$ cat src/design/hs1_pkg.sv
`default_nettype none
package hs1_pkg;

  typedef struct packed {
    logic       func;
    logic [7:0] data_byte;
    logic       carries_byte;
    logic       last_item;
  } item_t;

  typedef logic [15:0][31:0] blk_t;
  typedef logic [4:0][31:0]  dig_t;

  localparam int QUEUE_DEPTH = 4;

  localparam logic FUNC_KEY = 1'b0;
  localparam logic FUNC_MSG = 1'b1;

  localparam dig_t SHA_IV = {32'hc3d2e1f0, 32'h10325476, 32'h98badcfe,
                             32'hefcdab89, 32'h67452301};

  localparam logic [31:0] K0 = 32'h5a827999;
  localparam logic [31:0] K1 = 32'h6ed9eba1;
  localparam logic [31:0] K2 = 32'h8f1bbcdc;
  localparam logic [31:0] K3 = 32'hca62c1d6;

  localparam logic [7:0] IPAD = 8'h36;
  localparam logic [7:0] OPAD = 8'h5c;
  localparam logic [7:0] PAD_MARK = 8'h80;

endpackage
`default_nettype wire

$ cat src/design/hs1_front.sv
`default_nettype none
module hs1_front #(
  parameter int Depth = hs1_pkg::QUEUE_DEPTH
) (
  input  wire logic          clk,
  input  wire logic          rst,
  input  wire logic          in_valid,
  output logic               in_stall,
  input  wire hs1_pkg::item_t in_item,
  output logic               q_valid,
  input  wire logic          q_pop,
  output hs1_pkg::item_t     q_item
);
  import hs1_pkg::*;

  localparam int AW = (Depth > 1) ? $clog2(Depth) : 1;
  localparam int CW = $clog2(Depth + 1);

  item_t          mem [Depth];
  logic [AW-1:0]  wr_ptr;
  logic [AW-1:0]  rd_ptr;
  logic [CW-1:0]  count;
  logic           push;

  assign in_stall = (count == CW'(Depth));
  assign q_valid  = (count != '0);
  assign push     = in_valid && !in_stall;
  assign q_item   = mem[rd_ptr];

  always_ff @(posedge clk) begin
    if (push) begin
      mem[wr_ptr] <= in_item;
    end
  end

  always_ff @(posedge clk) begin
    if (rst) begin
      wr_ptr <= '0;
      rd_ptr <= '0;
      count  <= '0;
    end else begin
      if (push) begin
        wr_ptr <= (wr_ptr == AW'(Depth - 1)) ? '0 : wr_ptr + 1'b1;
      end
      if (q_pop) begin
        rd_ptr <= (rd_ptr == AW'(Depth - 1)) ? '0 : rd_ptr + 1'b1;
      end
      count <= count + CW'(push) - CW'(q_pop);
    end
  end

`ifndef ASSERT_OFF
  a_no_pop_empty: assert property (@(posedge clk) disable iff (rst)
    q_pop |-> q_valid) else $error("pop from empty queue");
  a_count_range: assert property (@(posedge clk) disable iff (rst)
    count <= CW'(Depth)) else $error("queue count overflow");
  a_count_step: assert property (@(posedge clk) disable iff (rst)
    (push && !q_pop) |=> count == $past(count) + 1'b1) else $error("queue count slip");
`endif

endmodule
`default_nettype wire

$ cat config.mk
export PLATFORM = sky130hd
export DESIGN_NAME = hs1_front
export DESIGN_NICKNAME = d
export VERILOG_FILES = /design/src/design/hs1_pkg.sv /design/src/design/hs1_front.sv
export SDC_FILE = /design/constraint.sdc
export NUM_CORES = 1
export LEC_CHECK = 0
export BUFFER_PORTS_ARGS = -buffer_cell sky130_fd_sc_hd__buf_4
export CORE_ASPECT_RATIO = 0.75
export CORE_MARGIN = 2
export CORE_UTILIZATION = 55
export DETAILED_ROUTE_END_ITERATION = 12
export GPL_TIMING_DRIVEN = 0
export PLACE_DENSITY_LB_ADDON = 0.05
export SYNTH_ARGS = -nofsm -noshare
export SYNTH_HDL_FRONTEND = slang
export SYNTH_SLANG_ARGS = --single-unit
$ cat constraint.sdc
create_clock -name clk -period 3 [get_ports clk]
set_clock_uncertainty 0.1 [all_clocks]
set_input_delay 0.6 -clock clk [delete_from_list [all_inputs] [get_ports clk]]
set_output_delay 0.6 -clock clk [all_outputs]
set_load 0.02 [all_outputs]
==> qor.txt <==
Initial antenna violation count -> 0
Drt via density -> 5.27
Maxcap violations -> 0
Vias -> 1017
PwrDens -> 731 nW/µm²
Area growth, synth to finish -> 17.8%
Yosys cell types -> 24
Final setup margin -> 0.341 ns
Seq pwr share -> 52.1%
Routed length per instance -> 17.2 µm
Sink Count -> 53
Critical path type -> reg -> reg
Chip height -> 57.0 µm
P_int -> 1.31 mW
Final WL -> 3330 µm
ANT nets after route -> 0
1st-iter DRT viols -> 49
Total track usage -> 18.2%
Final setup TNS -> 0 ns
CTS Hold Bufs -> 0
Placed cell areas -> 2320 µm²
Hold path startpoint -> in_item[5]
CP Launch Type -> flop
Slew HR -> 56.2%
Combinational share of power -> 21.8%
Type of the tightest min-delay check -> in -> reg
Psw -> 461 µW
Placed Cells -> 185
Synth warnings -> 0
Clock power frac -> 26.0%
Post-cts sizing count -> 0
Detail Placement HPWL -> 2210 µm
Share of layout cells above drive strength 1 -> 34.0%
TritonCTS clock tree -> done
R2r setup slk -> 0.34 ns
Post-layout min period -> 2.66 ns
Cell area after layout -> 2430 µm²
# fillers -> 268
Gpl congestion -> 0.755
Crit path DAT -> 2.74 ns
Outcome -> finished, final reports clean
Root Buffer -> clkbuf_8
Final design utilization -> 66.7%
Fin nets -> 163
First-pass GRT wire length -> 5320 µm
Non-filler instance count after layout -> 193
Tcrit/Tclk final -> 88.6%
Worst IR Drop VDD -> 0.432 mV
Skew-Pair Late Insertion Delay -> 0.30 ns
GRT overflow -> 0
Setup violators final -> 0
Unrepaired setup endpoints after global routing -> no
Crit Reg-Reg Startpoint -> count[1]$_SDFF_PP0_
Post-Syn Nets -> 130
CTS buffer count -> 5
Synth top area share -> 64.1%
Worst Hold Path EP -> mem[3][5]$_DFFE_PP_
Via count of the first global-routing pass -> 1076
Max-slew violation count -> 0
Core Region -> 3640 µm²
Hold Path Cell Cnt -> 1
Site row count -> 19
Pre-CTS setup slack -> 0.393 ns
Clk buf depth -> 2
Initial Util -> 56.7%
Crit Path Max Fanout -> 9
Reg2reg end -> count[2]$_SDFF_PP0_
Sw frac -> 26.0%
Full die area -> 4260 µm²
Fin. Hold Viols -> 0
H-tree levels -> 2
Average size of a mapped cell -> 19.3 µm²
Worst Path Required -> 3.08 ns
IO Port Bufs -> 26
Synthesized cell area -> 2060 µm²
Mapped Cells -> 107
FF+latch count, synth -> 53
Clk slew on worst S/H paths -> 0.09 ns
Total leakage power -> 0.896 nW
Largest net degree at the start of global routing -> 16
Seq/Total Area, Yosys -> 72.9%
Cell count of the worst reg-to-reg path -> 12
Worst setup EP type -> flop
Worst slew pin tran -> 0.657 ns
Post-CTS Repair Setup Buffers -> 0
DR pass1 iterations -> 4
Io pins -> 28
Fmax achieved -> 0.376 GHz
Inserted Diodes -> 0
Die W -> 74.7 µm
DRC -> 0
Largest area contributor in the netlist -> edfxtp_1
Top cells by area, synth -> edfxtp_1, mux4_2, dfxtp_1
layout by cell type, fill, tap and decap left out, drive strengths merged, types with 2 or more instances in the layout:
cell / n
edfxtp: 44
buf: 28
mux4: 11
dfxtp: 9
clkbuf: 8
inv: 7
ha: 7
and3: 4
nor2: 4
nor3: 2
nand3: 2
a21oi: 2
and2: 2
power by group through the flow:
stage | registers, mW | logic, mW | clock network [mW]
2_1_floorplan | 0.929 | 0.252 | 0
3_3_place_gp | 0.934 | 0.372 | 0
3_5_place_dp | 0.942 | 0.392 | 0
4_1_cts | 0.926 | 0.396 | 0.464
5_1_grt | 0.934 | 0.425 | 0.498
6_report | 0.925 | 0.388 | 0.462
routing by layer:
layer	share of wire, %	vias to the layer above	wire [µm]	track usage [%]
met3	4.1	5	136	6.89
met2	53	20	1750	29.2
li1	-	477	-	-
met5	0	-	0	0
met1	42	515	1410	23.7
met4	0.96	0	32	4.85
cell usage after synthesis:
cell type,instances
ha_1,7
clkbuf_1,2
or3b_1,1
dfxtp_1,9
mux2i_1,1
and2_4,1
a21oi_1,2
and2_1,1
nor3b_1,1
edfxtp_1,44
o31ai_2,1
buf_6,1
and3_1,4
nor2b_1,1
nand3_1,2
xor2_1,1
or3_2,1
inv_1,7
nor2_1,4
mux4_2,11
fa_1,1
buf_2,1
nor3_1,2
a21o_1,1
worst max-delay path by stage:
stage,startpoint,end,slack [ns],cells past startpoint
detailed placement,count[1]$_SDFF_PP0_,count[2]$_SDFF_PP0_,0.39,12
floorplan,count[1]$_SDFF_PP0_,count[2]$_SDFF_PP0_,0.61,12
finish,count[1]$_SDFF_PP0_,count[2]$_SDFF_PP0_,0.34,12
CTS,count[1]$_SDFF_PP0_,count[2]$_SDFF_PP0_,0.33,12
global route,count[1]$_SDFF_PP0_,count[2]$_SDFF_PP0_,0.18,12
global placement,count[1]$_SDFF_PP0_,count[2]$_SDFF_PP0_,0.50,12
layout make-up:
cell class              count  area (µm²)  area share (%)
inverters                   7        26.3            1.08
plain buffers               4        23.8           0.979
flip-flops and latches     53        1500            61.9
multi-input cells          43         509            21.0
clock buffers               6        72.6            2.99
clock inverters             2        33.8            1.39
repair buffers             26         195            8.04
well taps                  52        65.1            2.68
metrics by stage:
| stage | power [mW] | hold slack [ns] |
|---|---|---|
| after global placement | 1.31 | 0.432 |
| after CTS | 1.79 | 0.390 |
| after global routing | 1.86 | 0.380 |
| final | 1.77 | 0.393 |
| after floorplan | 1.18 | 0.392 |
| after detailed placement | 1.33 | 0.445 |
registers in the layout (all words and copies together) (netlist names), named ones only:
register,count
count,3
wr_ptr,2
rd_ptr,2
mem,44
worst max-delay path, stage by stage, from the launching register on:
cell	delay, ns
dfxtp_1	0.37
or3b_1	0.42
buf_6	0.15
and2_4	0.15
inv_1	0.06
ha_1	0.22
inv_1	0.08
ha_1	0.16
inv_1	0.05
fa_1	0.38
xor2_1	0.20
and2_1	0.16
nor3_1	0.04
cell families (layout without fill, tap and decap cells):
group | count (synthesis) | after routing | share of synthesized area, %
XOR/XNOR | 1 | 1 | 0.425
buffers and inverters | 11 | 45 | 2.43
multiplexers | 12 | 12 | 12.5
flip-flops | 53 | 53 | 72.9
adder cells (fa/ha/maj) | 8 | 8 | 5.22
AND/OR/NAND/NOR | 18 | 18 | 5.10
AO/OA/AOI/OAI | 4 | 4 | 1.46
Power figures use the tool's default switching activity.
